--- src/rtl/qkadj_pkg.sv ---
// package for the quadrature knob setting adjuster
// transaction structs, mode and step codes, register indexes and constants
// no dependencies
`timescale 1ns / 1ps
`default_nettype none

package qkadj_pkg;

    // widths fixed by the transaction fields
    localparam int unsigned SP_FIELD_W  = 10;
    localparam int unsigned DUR_W       = 16;
    localparam int unsigned MODE_W      = 3;
    localparam int unsigned STEP_W      = 2;
    localparam int unsigned COUNT_W     = 3;
    localparam int unsigned CFG_INDEX_W = 1;

    localparam int unsigned SETPOINT_WIDTH_DEFAULT = 10;

    // register indexes
    localparam logic [CFG_INDEX_W-1:0] CFG_FLOOR   = 1'b0;
    localparam logic [CFG_INDEX_W-1:0] CFG_CEILING = 1'b1;

    localparam logic [SP_FIELD_W-1:0] CEILING_RESET = 10'h3FF;

    // mode codes
    localparam logic [MODE_W-1:0] MODE_OTHER          = 3'd0;
    localparam logic [MODE_W-1:0] MODE_WAIT_START     = 3'd1;
    localparam logic [MODE_W-1:0] MODE_CHOOSE_MANUAL  = 3'd2;
    localparam logic [MODE_W-1:0] MODE_CHOOSE_PROFILE = 3'd3;
    localparam logic [MODE_W-1:0] MODE_MANUAL         = 3'd4;
    localparam logic [MODE_W-1:0] MODE_COUNTDOWN_SET  = 3'd5;

    // step codes
    localparam logic [STEP_W-1:0] STEP_NONE = 2'd0;
    localparam logic [STEP_W-1:0] STEP_CW   = 2'd1;
    localparam logic [STEP_W-1:0] STEP_ACW  = 2'd2;

    localparam logic [DUR_W-1:0]   DUR_TOP     = 16'd59940;
    localparam logic [DUR_W-1:0]   DUR_STEP    = 16'd60;
    localparam logic [COUNT_W-1:0] COUNT_LIMIT = 3'd3;

    typedef struct packed {
        logic              quad_changed;
        logic [1:0]        quad_pins;
        logic              button_changed;
        logic              button_level;
        logic [MODE_W-1:0] ui_mode;
    } knob_in_t;

    typedef struct packed {
        logic [MODE_W-1:0]     next_mode;
        logic [STEP_W-1:0]     step_taken;
        logic [SP_FIELD_W-1:0] setpoint_value;
        logic [DUR_W-1:0]      duration_seconds;
        logic                  button_held;
    } knob_out_t;

endpackage

`default_nettype wire

--- src/rtl/quadrature_knob_setting_adjuster.sv ---
// quadrature knob setting adjuster: encoder step counting, mode, setpoint and duration
// depends on qkadj_pkg
// an input transaction passes the input register and then the result register
// one transaction per cycle, sustained while the result side keeps taking
// in_ready stays high while the input register is empty or moves on this cycle;
// both registers advance together when the result register is free or being drained
// reset (rst_n, async, active low): pipeline empty, counters, pins, setpoint,
// duration and button flag cleared, floor 0, ceiling 1023 masked to the width
`timescale 1ns / 1ps
`default_nettype none

module quadrature_knob_setting_adjuster #(
    parameter int unsigned SETPOINT_WIDTH = qkadj_pkg::SETPOINT_WIDTH_DEFAULT
) (
    input  wire                                     clk,
    input  wire                                     rst_n,
    input  wire                                     in_valid,
    output logic                                    in_ready,
    input  qkadj_pkg::knob_in_t                     in_data,
    output logic                                    out_valid,
    input  wire                                     out_ready,
    output qkadj_pkg::knob_out_t                    out_data,
    input  wire                                     cfg_write,
    input  wire  [qkadj_pkg::CFG_INDEX_W-1:0]       cfg_index,
    input  wire  [qkadj_pkg::SP_FIELD_W-1:0]        cfg_data
);

    import qkadj_pkg::*;

    // common width for setpoint arithmetic: room for the field, the store and a sign
    localparam int unsigned CW = ((SETPOINT_WIDTH > SP_FIELD_W) ? SETPOINT_WIDTH
                                                                : SP_FIELD_W) + 2;
    localparam logic [CW-1:0] CEIL_RESET_EXT = CW'(CEILING_RESET);

    // pipeline registers
    logic      in_valid_reg;
    knob_in_t  in_data_reg;
    logic      out_valid_reg;
    knob_out_t out_data_reg;
    logic      advance;

    // configuration, already masked to the setpoint width
    logic [SETPOINT_WIDTH-1:0] floor_reg;
    logic [SETPOINT_WIDTH-1:0] ceiling_reg;
    logic [CW-1:0]             cfg_ext;

    // block state
    logic [1:0]                prev_pins_reg, prev_pins_next;
    logic [COUNT_W-1:0]        cw_count_reg, cw_count_next;
    logic [COUNT_W-1:0]        acw_count_reg, acw_count_next;
    logic [SETPOINT_WIDTH-1:0] setpoint_reg, setpoint_next;
    logic [DUR_W-1:0]          duration_reg, duration_next;
    logic                      button_reg, button_next;

    // combinational working signals
    logic               do_step;
    logic               step_cw;
    logic [STEP_W-1:0]  step_code;
    logic [MODE_W-1:0]  mode_next;
    logic [COUNT_W-1:0] cw_inc;
    logic [COUNT_W-1:0] acw_inc;
    logic signed [CW-1:0] sp_ext;
    logic signed [CW-1:0] sp_try;
    logic signed [CW-1:0] sp_clamped;
    logic signed [CW-1:0] floor_ext;
    logic signed [CW-1:0] ceil_ext;
    logic [CW-1:0]        sp_out_ext;
    knob_out_t            out_next;

    // handshake: result register frees up when drained, input register follows it
    assign advance   = !out_valid_reg || out_ready;
    assign in_ready  = !in_valid_reg || advance;
    assign out_valid = out_valid_reg;
    assign out_data  = out_data_reg;

    assign cfg_ext = CW'(cfg_data);

    // next state for the item in the input register
    always_comb
    begin
        mode_next      = in_data_reg.ui_mode;
        step_code      = STEP_NONE;
        do_step        = 1'b0;
        step_cw        = 1'b0;
        prev_pins_next = prev_pins_reg;
        cw_count_next  = cw_count_reg;
        acw_count_next = acw_count_reg;
        setpoint_next  = setpoint_reg;
        duration_next  = duration_reg;
        button_next    = button_reg;
        cw_inc         = cw_count_reg + COUNT_W'(1);
        acw_inc        = acw_count_reg + COUNT_W'(1);

        // a quadrature event masks any button event arriving with it
        if (in_data_reg.quad_changed)
        begin
            if (in_data_reg.quad_pins != prev_pins_reg)
            begin
                // new channel a against old channel b gives the direction
                if (in_data_reg.quad_pins[0] ^ prev_pins_reg[1])
                begin
                    if (acw_inc > COUNT_LIMIT)
                    begin
                        acw_count_next = '0;
                        cw_count_next  = '0;
                        step_code      = STEP_ACW;
                        do_step        = 1'b1;
                    end
                    else
                    begin
                        acw_count_next = acw_inc;
                    end
                end
                else
                begin
                    if (cw_inc > COUNT_LIMIT)
                    begin
                        acw_count_next = '0;
                        cw_count_next  = '0;
                        step_code      = STEP_CW;
                        do_step        = 1'b1;
                        step_cw        = 1'b1;
                    end
                    else
                    begin
                        cw_count_next = cw_inc;
                    end
                end
            end
            prev_pins_next = in_data_reg.quad_pins;
        end
        else if (in_data_reg.button_changed)
        begin
            if (in_data_reg.button_level)
            begin
                // release advances the mode
                priority if (in_data_reg.ui_mode == MODE_WAIT_START)
                    mode_next = MODE_COUNTDOWN_SET;
                else if (in_data_reg.ui_mode == MODE_CHOOSE_MANUAL)
                    mode_next = MODE_MANUAL;
                else if (in_data_reg.ui_mode == MODE_CHOOSE_PROFILE)
                    mode_next = MODE_WAIT_START;
                else
                    mode_next = in_data_reg.ui_mode;
                button_next = 1'b0;
            end
            else
            begin
                button_next = 1'b1;
            end
        end

        // setpoint candidate, ceiling first then floor so the floor wins
        sp_ext     = signed'(CW'(setpoint_reg));
        floor_ext  = signed'(CW'(floor_reg));
        ceil_ext   = signed'(CW'(ceiling_reg));
        sp_try     = step_cw ? (sp_ext + CW'(1)) : (sp_ext - CW'(1));
        sp_clamped = sp_try;
        if (sp_clamped > ceil_ext)
            sp_clamped = ceil_ext;
        if (sp_clamped < floor_ext)
            sp_clamped = floor_ext;

        if (do_step)
        begin
            unique case (in_data_reg.ui_mode)
                MODE_WAIT_START:
                begin
                    // duration wraps between zero and the top value
                    if (step_cw)
                        duration_next = (duration_reg == DUR_TOP) ? '0
                                                                  : duration_reg + DUR_STEP;
                    else
                        duration_next = (duration_reg == '0) ? DUR_TOP
                                                             : duration_reg - DUR_STEP;
                end
                MODE_CHOOSE_MANUAL:  mode_next = MODE_CHOOSE_PROFILE;
                MODE_CHOOSE_PROFILE: mode_next = MODE_CHOOSE_MANUAL;
                MODE_MANUAL:         setpoint_next = sp_clamped[SETPOINT_WIDTH-1:0];
                default:             mode_next = in_data_reg.ui_mode;
            endcase
        end

        sp_out_ext                = CW'(setpoint_next);
        out_next.next_mode        = mode_next;
        out_next.step_taken       = step_code;
        out_next.setpoint_value   = sp_out_ext[SP_FIELD_W-1:0];
        out_next.duration_seconds = duration_next;
        out_next.button_held      = button_next;
    end

    // pipeline valid flags
    always_ff @(posedge clk or negedge rst_n)
    begin
        if (!rst_n)
        begin
            in_valid_reg  <= 1'b0;
            out_valid_reg <= 1'b0;
        end
        else
        begin
            if (in_ready)
                in_valid_reg <= in_valid;
            if (advance)
                out_valid_reg <= in_valid_reg;
        end
    end

    // payload registers
    always_ff @(posedge clk)
    begin
        if (in_ready && in_valid)
            in_data_reg <= in_data;
        if (advance && in_valid_reg)
            out_data_reg <= out_next;
    end

    // block state moves as the item leaves the input register
    always_ff @(posedge clk or negedge rst_n)
    begin
        if (!rst_n)
        begin
            prev_pins_reg <= '0;
            cw_count_reg  <= '0;
            acw_count_reg <= '0;
            setpoint_reg  <= '0;
            duration_reg  <= '0;
            button_reg    <= 1'b0;
        end
        else if (advance && in_valid_reg)
        begin
            prev_pins_reg <= prev_pins_next;
            cw_count_reg  <= cw_count_next;
            acw_count_reg <= acw_count_next;
            setpoint_reg  <= setpoint_next;
            duration_reg  <= duration_next;
            button_reg    <= button_next;
        end
    end

    // configuration writes
    always_ff @(posedge clk or negedge rst_n)
    begin
        if (!rst_n)
        begin
            floor_reg   <= '0;
            ceiling_reg <= CEIL_RESET_EXT[SETPOINT_WIDTH-1:0];
        end
        else if (cfg_write)
        begin
            unique case (cfg_index)
                CFG_FLOOR:   floor_reg   <= cfg_ext[SETPOINT_WIDTH-1:0];
                CFG_CEILING: ceiling_reg <= cfg_ext[SETPOINT_WIDTH-1:0];
                default:     floor_reg   <= floor_reg;
            endcase
        end
    end

    // checks
    a_counts_bounded: assert property (@(posedge clk) disable iff (!rst_n)
        (cw_count_reg <= COUNT_LIMIT) && (acw_count_reg <= COUNT_LIMIT))
        else $error("step counter beyond limit");

    a_step_clears_counts: assert property (@(posedge clk) disable iff (!rst_n)
        (advance && in_valid_reg && do_step) |=>
            (cw_count_reg == '0) && (acw_count_reg == '0))
        else $error("counters not cleared after a step");

    a_duration_range: assert property (@(posedge clk) disable iff (!rst_n)
        duration_reg <= DUR_TOP)
        else $error("duration beyond top value");

    a_step_code_valid: assert property (@(posedge clk) disable iff (!rst_n)
        out_valid_reg |-> (out_data_reg.step_taken == STEP_NONE ||
                           out_data_reg.step_taken == STEP_CW ||
                           out_data_reg.step_taken == STEP_ACW))
        else $error("bad step code in result");

    a_setpoint_only_manual: assert property (@(posedge clk) disable iff (!rst_n)
        (advance && in_valid_reg && in_data_reg.ui_mode != MODE_MANUAL) |=>
            $stable(setpoint_reg))
        else $error("setpoint moved outside manual mode");

endmodule

`default_nettype wire
--- config.mk ---
export PLATFORM = sky130hd
export DESIGN_NAME = quadrature_knob_setting_adjuster
export DESIGN_NICKNAME = d
export VERILOG_FILES = /design/src/rtl/qkadj_pkg.sv /design/src/rtl/quadrature_knob_setting_adjuster.sv
export SDC_FILE = /design/constraint.sdc
export NUM_CORES = 1
export LEC_CHECK = 0
export ABC_AREA = 1
export BUFFER_PORTS_ARGS = -buffer_cell sky130_fd_sc_hd__buf_2
export CORE_MARGIN = 5
export CORE_UTILIZATION = 45
export DETAILED_ROUTE_END_ITERATION = 8
export GPL_TIMING_DRIVEN = 0
export PLACE_DENSITY = 0.78
export SETUP_SLACK_MARGIN = 0.3
export SYNTH_ARGS = -nofsm -noshare
export SYNTH_HDL_FRONTEND = slang
export SYNTH_SLANG_ARGS = --single-unit
--- constraint.sdc ---
create_clock -name clk -period 4.1 [get_ports clk]
set_clock_uncertainty 0.05 [all_clocks]
set_input_delay 0.615 -clock clk [delete_from_list [all_inputs] [get_ports clk]]
set_output_delay 0.615 -clock clk [all_outputs]
set_load 0.02 [all_outputs]
Yosys cells after proc, flatten, opt, wreduce, memory -nomap -nowiden
Index checks and enable logic that the tools add are counted.
Widths: inputs -> output; s select.

storage, ports and cells
  register bits = 97
  input port bits = 24
  output and inout bits = 34
  word-level logic and storage cells = 92

cells by class
  add/sub/neg operators = 6
  magnitude comparators = 4
  equal/unequal tests = 7
  multiplexer cells = 38
  bitwise logic cells = 2
  reduce and logical (&&, ||, !) cells = 15

operator list
  kind                   number
  $mux 16                5
  $mux 3                 13
  $mux 10                3
  $mux 12                2
  $add 16x6->16 const B  1
  $eq 16x16->1 const B   1
  $logic_not 16->1       1
  $sub 16x6->16 const B  1
  $gt 12x11->1           1
  $lt 12x11->1           1
  $mux 1                 12
  $add 10x1->11 const B  1
  $sub 10x1->11 const B  1
  $pmux 3 s3             1
  $reduce_and 2->1       4
  $reduce_and 4->1       2
  $add 3x1->3 const B    2
  $eq 3x2->1 const B     2
  $gt 3x2->1 const B     2
  $mux 2                 2
  $eq 3x1->1 const B     1
  $eq 3x3->1 const B     1
  $logic_and 1x1->1      2
  $logic_not 1->1        2
  7 further kinds        8

Logic depth before layout (Yosys ltp)
Gate-level depths: netlist of the first run.

  word-level depth = 13
  mapped depth = 35
  gate-level depth less buffers = 34

Worst setup path after synthesis of the first run
OpenSTA, ideal clock, no wires.

  path type = flip-flop to flip-flop
  start point = register cw_count_reg[0]
  end point = register out_data_reg (netlist bit out_data[17]), data pin
  setup time = 0.257 ns
  data arrival time = 4.008 ns
  slack = -0.215 ns
  stages on the path, launching flop included = 34
  path buffers = 3
  period minus slack after synthesis = 4.315 ns
  cell sequence = dfrtp_1 -> inv_1 -> ha_1 -> inv_1 -> nand2_1 -> nand2_1 -> nand2_4 -> nor2_8 -> buf_2 -> a21oi_1 -> xor2_1 -> inv_1 -> ha_1 -> a21oi_1 -> nor2_1 -> nor3_1 -> o211ai_2 -> clkinv_1 -> nand2_2 -> nand2_4 -> buf_2 -> nand2_1 -> o21ai_0 -> ha_1 -> nand2_1 -> nor2_1 -> a211oi_1 -> o311ai_0 -> inv_1 -> nand2_2 -> buf_6 -> nand3_2 -> nand3_1 -> nand2_2

on the way
  cells in the longest elaborated chain, start to end = 13
  elaborated cells on any way between the ends = 16

RTL lines
  element                 RTL line                                 text
  start, declared         quadrature_knob_setting_adjuster.sv:49   logic [COUNT_W-1:0] cw_count_reg, cw_count_next;
  start signal, assigned  quadrature_knob_setting_adjuster.sv:233  cw_count_reg <= cw_count_next;
  $add 3x1->3 *           quadrature_knob_setting_adjuster.sv:91   cw_inc = cw_count_reg + COUNT_W'(1);
  $gt 3x2->1 *            quadrature_knob_setting_adjuster.sv:116  if (cw_inc > COUNT_LIMIT)
  $mux 1 *                quadrature_knob_setting_adjuster.sv:116
  $mux 1                  quadrature_knob_setting_adjuster.sv:100  if (in_data_reg.quad_pins[0] ^ prev_pins_reg[1])
  $mux 1                  quadrature_knob_setting_adjuster.sv:97   if (in_data_reg.quad_pins != prev_pins_reg)
  $mux 1                  quadrature_knob_setting_adjuster.sv:95   if (in_data_reg.quad_changed)
  $mux 12                 quadrature_knob_setting_adjuster.sv:157  sp_try = step_cw ? (sp_ext + CW'(1)) : (sp_ext - CW'(1));
  $gt 12x11->1            quadrature_knob_setting_adjuster.sv:159  if (sp_clamped > ceil_ext)
  $mux 12                 quadrature_knob_setting_adjuster.sv:159
  $lt 12x11->1            quadrature_knob_setting_adjuster.sv:161  if (sp_clamped < floor_ext)
  $mux 10                 quadrature_knob_setting_adjuster.sv:161
  $mux 10                 quadrature_knob_setting_adjuster.sv:166  unique case (in_data_reg.ui_mode)
  $mux 10 *               quadrature_knob_setting_adjuster.sv:164  if (do_step)
  net setpoint_next[0]    quadrature_knob_setting_adjuster.sv:51   logic [SETPOINT_WIDTH-1:0] setpoint_reg, setpoint_next;
  end signal, assigned    quadrature_knob_setting_adjuster.sv:215  out_data_reg <= out_next;
  end, declared           quadrature_knob_setting_adjuster.sv:39   knob_out_t out_data_reg;

Mark *: on every way through the listed nets, which the timed path passes. The rest lies on a longest branch.
A chain may end at the register's enable or synchronous reset.

Worst setup path in the final report of the first run
  start point = register cw_count_reg[1]
  end point = register out_data_reg (netlist bit out_data[22]), data pin

Same word-level chain as after synthesis.

==> results.py, run 1 <==
metrics = {
    "cts": {
        "post_cts_hold_buffer_count": 0,
        "clk_root_buffer_cell": "clkbuf_16",
        "numClockSinks": 97,
        "clk_pin_slew_worst_paths_ns": 0.07,
        "max-clock-path-buffers": 2,
        "insertion_delay_to_the_later_sink_of_the_worst_skew_pair_ns": 0.36,
        "tritoncts": "yes",
        "max_h_tree_level": 3,
        "clock_buffers_created_by_tritoncts": 9,
    },
    "route": {
        "drt_iter0_markers": 496,
        "detailroute.via_count": 5245,
        "drt-vias-per-instance": 5.25,
        "wire_per_inst_um": 15.2,
        "firstDrtPassIters": 5,
        "ant_nets": 0,
        "postRouteWirelength_mm": 15.2,
        "drc_violation_count_after_routing": 0,
    },
    "die": {
        "core.rowCount": 41,
        "total_die_area_um2": 15500,
        "initial_core_util_pct": 46.3,
        "die_h_um": 125,
        "core-area_um2": 12800,
        "die_x_um": 125,
        "pin_count": 58,
    },
    "worst_setup_path": {
        "worst-r2r-setup-slack_ns": -0.59,
        "r2r_cells": 30,
        "cp.arrival_ns": 4.75,
        "timing.critical_path.mode_cell": "nand2_2",
        "worst-endpoint-required_ns": 4.16,
        "worstSetupEndpointType": "flop",
        "cp_max_delay_cell": "dfrtp_1",
        "critical_path_class": "flop to flop",
        "worst-path-max-fanout": 8,
        "critical_path.startpoint_type": "flop",
        "timing.critical_path.slowest_cell_delay_ns": 0.43,
    },
    "logic_synthesis": {
        "synth_nets": 787,
        "ys_top_cells_by_area": "edfxtp_1, dfrtp_1, nand2_1",
        "yosysTopAreaCellShare_pct": 20.3,
        "synth.yosys.seq_area_share_pct": 44.7,
        "synthesis_stage_register_bit_count": 97,
        "yosysTopAreaCell": "edfxtp_1",
        "syn-mean-instance-area_um2": 8.05,
        "synth-edff-count": 40,
        "total_standard_cell_area_after_synthesis_um2": 5910,
        "postSynthCellCount": 734,
        "ys.warnings.count": 0,
        "synth_cell_type_count": 47,
        "asyncSetResetFlopFracSynth_pct": 58.8,
        "dominantRegCellSynth": "dfrtp_1",
    },
    "grt": {
        "grt_remaining_overflow": 0,
        "first_global_vias": 4878,
        "grt_usage_pct": 18.5,
        "grt_antenna_before_repair": 0,
        "global_route_wire_length_before_repair_mm": 23.5,
        "grt_max_degree": 58,
    },
    "run_status": {
        "run_status": "complete, but fails checks",
        "violations_in_the_final_reports": "setup timing",
    },
    "placement": {
        "detailedPlacementHpwl_mm": 9.98,
        "port_buffers": 57,
        "gp_congestion": 0.945,
    },
    "run": {
        "drv.max_cap_violation_count": 0,
    },
    "sta": {
        "setup_repair_after_global_routing_missed_its_margin": "true",
        "max_clock_freq_mhz": 213,
        "slew_violations": 0,
        "finalWorstPathRequiredPeriod_ns": 4.69,
        "worst_slew_margin_rel_pct": 49.2,
        "worst-slew-pin-transition_ns": 0.762,
        "fin_crit_sh_pct": 114,
        "final-hold-violation-count": 0,
        "final.setup.worst_slack_ns": -0.594,
        "timing.setup.tns_ns": -11.18,
        "report.final.setup_viol": 20,
    },
    "finish": {
        "layout-area-overhead-vs-synth_pct": 22.7,
        "layout_commonest_cell": "nand2_1",
        "layout_common_cells": "nand2_1, inv_1, o21ai_0",
        "drive_gt1_share_pct": 25.8,
        "largest_register_ff_count": 32,
        "num_antenna_cells": 0,
        "final_nets": 875,
    },
    "worst_hold_path": {
        "hold_path.class": "input port to async pin",
    },
}
-- path summary, 6_finish.rpt --
path	start	endpoint
max reg2reg	cw_count_reg[1]$_DFFE_PN0P_	out_data[22]$_DFFE_PP_
min reg2reg	floor_reg[9]$_DFFE_PN0P_	floor_reg[9]$_DFFE_PN0P_
min in group clk	in_data[3]	in_data_reg[3]$_DFFE_PP_
max in group asynchronous	rst_n	setpoint_reg[0]$_DFFE_PN0P_
max	cw_count_reg[1]$_DFFE_PN0P_	out_data[22]$_DFFE_PP_
min	rst_n	floor_reg[2]$_DFFE_PN0P_
-- area by class of cell --
class	count	area [µm²]
plain buffers	31	181
clock buffers	9	225
clock inverters	7	57.6
fillers	1089	5520
inverters	116	439
multi-input cells	491	3040
flip-flops and latches	97	2640
well taps	172	215
repair buffers	76	454
-- metrics by stage --
step	hold WS (ns)	area [µm²]	utilization, %	instances	setup WS (ns)
final	0.276	7250	56.8	999	-0.594
after global routing	0.345	7250	56.8	999	-0.828
after CTS	0.366	6990	54.7	994	-0.380
after detailed placement	0.423	6440	50.4	963	-0.667
after global placement	0.415	6440	50.4	963	-0.589
after floorplan	0.269	5940	-	734	0.00293
-- what timing repair did --
| item | CTS | global route |
|---|---|---|
| buffers inserted | 13 | 5 |
| setup endpoints to repair | 20 | 20 |
| resized for setup | 32 | 52 |
| pin swaps | 20 | 32 |
| gates cloned | 2 | 0 |
-- per-layer routing --
metal  vias up  part of all wire, %  track usage [%]  wire length, µm
li1       2562                    -                -                -
met1      2449                   44             25.1             6640
met2       200                   47             28.8             7170
met3        34                  6.5             3.82              989
met4         0                  2.4             7.54              371
met5         -                    0                0                0
-- cell usage after synthesis (3+ instances only) --
master	number
inv_2	3
nor3_1	15
nor2_1	42
a21oi_1	26
nand2_2	18
edfxtp_1	40
nand3_2	11
nor2_2	3
nand3_1	29
xnor2_1	4
dfrtp_1	47
clkinv_1	5
buf_2	3
clkbuf_1	21
buf_4	5
a31oi_1	3
dfstp_2	10
o21ai_0	69
xor2_1	16
inv_1	108
nor4_1	6
nand4_1	6
ha_1	29
nand2_4	3
nand2_1	182
o22ai_1	6
-- critical path: cells and delay by family (launching register included) --
family	cells	cell delay (ns)
XOR/XNOR	1	0.18
buffers and inverters	6	0.68
flip-flops	1	0.43
AND/OR/NAND/NOR	18	2.02
adder cells (fa/ha/maj)	3	0.81
AO/OA/AOI/OAI	2	0.25
-- kinds of logic after synthesis --
family	share of synthesized area, %
fa+ha+maj	6.14
buf+inv	9.84
compound gates	11.3
flops	44.7
mux	0.169
simple gates	24.9
xor+xnor	2.96
Power of run 1 is left out: the tool's default activity adds up to more than one toggle a clock period on the data nets, which glitch-free logic cannot reach.
==> run 2: changes to the inputs <==
--- a/config.mk
+++ b/config.mk
@@ -12,5 +12,5 @@
 export DETAILED_ROUTE_END_ITERATION = 8
 export GPL_TIMING_DRIVEN = 0
-export PLACE_DENSITY = 0.78
+export PLACE_DENSITY = 0.75
 export SETUP_SLACK_MARGIN = 0.3
 export SYNTH_ARGS = -nofsm -noshare
==> constraint.sdc (replaced) <==
create_clock -name clk -period 5.1 [get_ports clk]
set_clock_uncertainty 0.05 [all_clocks]
set_input_delay 1.02 -clock clk [delete_from_list [all_inputs] [get_ports clk]]
set_output_delay 1.02 -clock clk [all_outputs]
set_load 0.02 [all_outputs]
==> run 2 against run 1 <==
The flow now finishes without violations. Sequential share of layout area up 1.7 points. Worst setup slack gained 1.2 ns. Via count shrank 3.2%. Critical path type unchanged. Largest cell class unchanged.
==> results.py, run 2 (same netlist as run 1, synthesis figures left out) <==
metrics = {
    "grt": {
        "grt_antenna_before_repair": 0,
        "global_route_wire_length_before_repair_mm": 22.6,
        "grt_max_degree": 58,
        "first_global_vias": 4828,
        "grt_remaining_overflow": 0,
        "grt_usage_pct": 17.6,
    },
    "sta": {
        "finalWorstPathRequiredPeriod_ns": 4.50,
        "fin_crit_sh_pct": 88.3,
        "worst-slew-pin-transition_ns": 0.770,
        "slew_violations": 0,
        "setup_repair_after_global_routing_missed_its_margin": "false",
        "worst_slew_margin_rel_pct": 48.7,
        "max_clock_freq_mhz": 222,
        "final.setup.worst_slack_ns": 0.595,
        "final-hold-violation-count": 0,
        "timing.setup.tns_ns": 0,
        "report.final.setup_viol": 0,
    },
    "finish": {
        "num_antenna_cells": 0,
        "drive_gt1_share_pct": 20.3,
        "multi_input_gate_area_in_the_final_layout_um2": 2780,
        "regArea_um2": 2640,
        "layout_commonest_cell": "nand2_1",
        "postLayoutCellArea_um2": 6930,
        "largest_register_ff_count": 32,
        "layout-area-overhead-vs-synth_pct": 17.2,
        "final_nets": 866,
        "layout_common_cells": "nand2_1, inv_1, o21ai_0",
        "n_fill_cell": 1176,
    },
    "placement": {
        "gp_congestion": 0.938,
        "port_buffers": 57,
        "placedInstanceArea_um2": 6410,
        "dp_slack_ns": 0.0355,
        "detailedPlacementHpwl_mm": 9.95,
    },
    "worst_setup_path": {
        "cp.arrival_ns": 4.55,
        "cp_bufs_invs": 5,
        "timing.critical_path.mode_cell": "nand2_1",
        "timing.critical_path.slowest_cell_delay_ns": 0.41,
        "critical_path.startpoint_type": "flop",
        "worstSetupEndpointType": "flop",
        "crit_cells": 32,
        "r2r_end": "out_data[20]$_DFFE_PP_",
        "cp_max_delay_cell": "dfrtp_1",
        "critical_path_class": "flop to flop",
        "r2r_cells": 32,
        "worst-path-max-fanout": 10,
        "worst-endpoint-required_ns": 5.15,
        "reg2reg_launch_point": "cw_count_reg[1]$_DFFE_PN0P_",
        "crit_family": "simple AND/OR/NAND/NOR gates",
        "worst-r2r-setup-slack_ns": 0.60,
    },
    "cts": {
        "max-clock-path-buffers": 2,
        "tritoncts": "yes",
        "clk_pin_slew_worst_paths_ns": 0.07,
        "max_h_tree_level": 3,
        "post_cts_hold_buffer_count": 0,
        "clk_root_buffer_cell": "clkbuf_16",
        "clock_buffers_created_by_tritoncts": 9,
        "numClockSinks": 97,
        "insertion_delay_to_the_later_sink_of_the_worst_skew_pair_ns": 0.35,
    },
    "die": {
        "die_x_um": 125,
        "die_h_um": 125,
        "pin_count": 58,
        "core.rowCount": 41,
        "core-area_um2": 12800,
        "initial_core_util_pct": 46.3,
        "total_die_area_um2": 15500,
    },
    "run_status": {
        "run_status": "completed",
    },
    "run": {
        "drv.max_cap_violation_count": 0,
    },
    "route": {
        "wire_per_inst_um": 14.2,
        "drt-vias-per-instance": 5.13,
        "detailroute.via_count": 5075,
        "top_metal_layer_carrying_routed_signals": "met4",
        "postRouteWirelength_mm": 14.0,
        "drt_iter0_markers": 382,
        "ant_nets": 0,
        "drc_violation_count_after_routing": 0,
        "wl_met2_mm": 6.41,
        "post_route_m1_wl_mm": 6.62,
        "firstDrtPassIters": 5,
        "met3_length_um": 617,
    },
    "worst_hold_path": {
        "holdPathEnd": "floor_reg[9]$_DFFE_PN0P_",
        "hold_path.class": "flop to flop",
        "hold_path.startpoint": "floor_reg[9]$_DFFE_PN0P_",
        "hold-path-cell-count": 2,
    },
}
-- run 2: changes by cell type in the layout (fill, tap and decap cells not counted), sizes merged --
cell | previous run | this run
buf | 87 | 77
bufinv | 0 | 1
clkbuf | 29 | 30
clkinv | 6 | 7
inv | 116 | 114
-- run 2: how the worst max path moves through the flow --
stage                                 from  slack [ns]                     end
6_report       cw_count_reg[1]$_DFFE_PN0P_        0.60  out_data[20]$_DFFE_PP_
3_5_place_dp   cw_count_reg[0]$_DFFE_PN0P_        0.04  out_data[20]$_DFFE_PP_
3_3_place_gp   cw_count_reg[0]$_DFFE_PN0P_        0.09  out_data[17]$_DFFE_PP_
2_1_floorplan  cw_count_reg[0]$_DFFE_PN0P_        0.79  out_data[17]$_DFFE_PP_
4_1_cts        cw_count_reg[0]$_DFFE_PN0P_        0.30  out_data[20]$_DFFE_PP_
5_1_grt        cw_count_reg[0]$_DFFE_PN0P_        0.28  out_data[17]$_DFFE_PP_
-- run 2: worst reg2reg max path: cells and delay by family (launching register included) --
kind	cells	cell delay (ns)
adder cells (fa/ha/maj)	3	0.94
flip-flops	1	0.41
AND/OR/NAND/NOR	18	1.58
XOR/XNOR	1	0.16
buffers and inverters	5	0.46
AO/OA/AOI/OAI	5	0.67
-- run 2: final cells by class --
type	count	share of cell area (%)
plain buffers	31	2.58
clock buffers	9	3.25
well taps	172	3.11
inverters	116	6.29
clock inverters	7	0.993
repair buffers	67	5.49
multi-input cells	491	40.2
flip-flops and latches	97	38.1
-- run 2: per-stage QoR --
stage,util [%],std cells,hold slack (ns)
global route,54.2,990,0.463
floorplan,-,734,0.398
CTS,52.6,979,0.440
detailed placement,50.2,963,0.424
global placement,50.2,963,0.415
finish,54.2,990,0.431
-- run 2: timing repair --
item,in CTS,in global routing
resized for setup,7,34
setup buffers,0,9
pin swaps,0,13
gates cloned,0,2
setup endpoints to repair,20,20
-- run 2: metal layers --
| layer | vias to the layer above | track usage, % |
|---|---|---|
| met3 | 30 | 3.13 |
| met4 | 0 | 8.32 |
| li1 | 2544 | - |
| met5 | - | 0 |
| met1 | 2368 | 24.1 |
| met2 | 133 | 27.2 |
Power of run 2 is left out for the same reason.
==> run 3: changes to the inputs <==
Settings changed: CORE_UTILIZATION 45 to 60, PLACE_DENSITY 0.75 to 0.93.
==> run 3 against run 2 <==
Maximum frequency decreased by 5.1%. Critical path type unchanged. Critical path depth decreased by 2. Final area increased by 0.92%. Core utilization increased by 18 points. Final cell count decreased by 3.5%. Clock-buffer cell count increased by 2. Sequential share of layout area decreased by 0.31 points. Non-clock buffer count increased by 4.
==> results.py, run 3 (same netlist as run 1, synthesis figures left out) <==
metrics = {
    "route": {
        "firstDrtPassIters": 8,
        "ant_nets": 0,
        "drt-vias-per-instance": 5.83,
        "postRouteWirelength_mm": 15.7,
        "detailroute.via_count": 5572,
        "wire_per_inst_um": 16.4,
        "drt_iter0_markers": 561,
        "drc_violation_count_after_routing": 0,
    },
    "sta": {
        "max_clock_freq_mhz": 211,
        "report.final.setup_viol": 0,
        "setup_repair_after_global_routing_missed_its_margin": "false",
        "fin_crit_sh_pct": 93.1,
        "final.hold.worst_slack_ns": 0.446,
        "timing.setup.tns_ns": 0,
        "worst-slew-pin-transition_ns": 0.768,
        "finalWorstPathRequiredPeriod_ns": 4.75,
        "slew_violations": 0,
        "worst_slew_margin_rel_pct": 48.8,
        "final-hold-violation-count": 0,
    },
    "worst_setup_path": {
        "r2r_end": "out_data[17]$_DFFE_PP_",
        "cp.arrival_ns": 4.82,
        "worst-path-max-fanout": 7,
        "reg2reg_launch_point": "setpoint_reg[0]$_DFFE_PN0P_",
        "r2r_cells": 30,
        "cp_max_delay_cell": "dfrtp_2",
        "timing.critical_path.mode_cell": "inv_1",
        "critical_path_class": "flop to flop",
        "timing.critical_path.slowest_cell_delay_ns": 0.47,
        "worst-endpoint-required_ns": 5.18,
        "worst-r2r-setup-slack_ns": 0.35,
        "worstSetupEndpointType": "flop",
        "critical_path.startpoint_type": "flop",
    },
    "worst_hold_path": {
        "hold_path.startpoint": "floor_reg[6]$_DFFE_PN0P_",
        "hold-path-cell-count": 2,
        "hold_path.class": "flop to flop",
        "holdPathEnd": "floor_reg[6]$_DFFE_PN0P_",
    },
    "cts": {
        "clk_pin_slew_worst_paths_ns": 0.10,
        "tritoncts": "yes",
        "post_cts_hold_buffer_count": 0,
        "numClockSinks": 97,
        "clk_root_buffer_cell": "clkbuf_8",
        "max-clock-path-buffers": 2,
        "clock_buffers_created_by_tritoncts": 9,
        "insertion_delay_to_the_later_sink_of_the_worst_skew_pair_ns": 0.38,
        "max_h_tree_level": 3,
    },
    "finish": {
        "finalCoreUtilization_pct": 72.2,
        "drive_gt1_share_pct": 24.1,
        "multi_input_gate_area_in_the_final_layout_um2": 2940,
        "stdcell_count": 955,
        "layout_commonest_cell": "nand2_1",
        "regArea_um2": 2640,
        "n_fill_cell": 648,
        "layout-area-overhead-vs-synth_pct": 18.3,
        "final_nets": 870,
        "largest_register_ff_count": 32,
        "layout_common_cells": "nand2_1, inv_1, o21ai_0",
        "num_antenna_cells": 0,
    },
    "placement": {
        "detailedPlacementHpwl_mm": 9.76,
        "placed_cells_incl_taps": 924,
        "gp_congestion": 0.965,
        "port_buffers": 57,
    },
    "grt": {
        "grt_antenna_before_repair": 0,
        "global_route_wire_length_before_repair_mm": 22.6,
        "grt_usage_pct": 24.2,
        "grt_max_degree": 58,
        "first_global_vias": 4947,
        "grt_remaining_overflow": 0,
    },
    "die": {
        "core.rowCount": 36,
        "total_die_area_um2": 11900,
        "pin_count": 58,
        "die_x_um": 109,
        "die_h_um": 109,
        "initial_core_util_pct": 61.0,
        "core-area_um2": 9680,
    },
    "run_status": {
        "run_status": "completed",
    },
    "run": {
        "drv.max_cap_violation_count": 0,
    },
}
run 3: what timing repair did:
action / in CTS / in global routing
setup endpoints to repair: 20 / 20
buffers inserted: 3 / 9
gates resized for setup: 9 / 66
gates cloned: 0 / 3
pin swaps: 2 / 36
run 3: worst max-delay path by stage:
stage                           startpoint                endpoint  slack (ns)  depth (start not counted)
2_1_floorplan  cw_count_reg[0]$_DFFE_PN0P_  out_data[17]$_DFFE_PP_        0.79                         33
3_3_place_gp   cw_count_reg[0]$_DFFE_PN0P_  out_data[17]$_DFFE_PP_        0.20                         33
3_5_place_dp   cw_count_reg[0]$_DFFE_PN0P_  out_data[22]$_DFFE_PP_        0.09                         33
4_1_cts        cw_count_reg[0]$_DFFE_PN0P_  out_data[17]$_DFFE_PP_        0.32                         32
5_1_grt        cw_count_reg[1]$_DFFE_PN0P_  out_data[17]$_DFFE_PP_        0.06                         32
6_report       setpoint_reg[0]$_DFFE_PN0P_  out_data[17]$_DFFE_PP_        0.35                         30
run 3: worst max-delay path: cells and delay by family, from the launching register on:
family / cells / cell delay (ns)
fa+ha+maj: 3 / 0.87
compound gates: 4 / 0.59
buf+inv: 7 / 0.86
simple gates: 15 / 1.41
flops: 1 / 0.47
xor+xnor: 1 / 0.20
run 3: stage by stage:
| stage | setup WS (ns) | area [µm²] |
|---|---|---|
| after floorplan | 0.785 | 5910 |
| after global placement | 0.203 | 6360 |
| after detailed placement | 0.0876 | 6360 |
| after CTS | 0.322 | 6620 |
| after global routing | 0.0642 | 6990 |
| final | 0.354 | 6990 |
run 3: final cells by class:
cell class / count / share of cell area [%]
multi-input combinational: 491 / 42.1
sequential: 97 / 37.8
inverter: 116 / 6.23
timing repair buffer: 71 / 6.10
buffer: 31 / 2.45
tap: 133 / 2.38
clock buffer: 11 / 1.88
clock inverter: 5 / 1.11
run 3: metal layers:
metal | vias up | track usage, % | wire, µm
met4 | 0 | 8.19 | 680
li1 | 2545 | - | -
met1 | 2547 | 32.1 | 6070
met5 | - | 0 | 0
met3 | 84 | 4.68 | 1710
met2 | 396 | 39.8 | 7250
Power of run 3 is left out for the same reason.
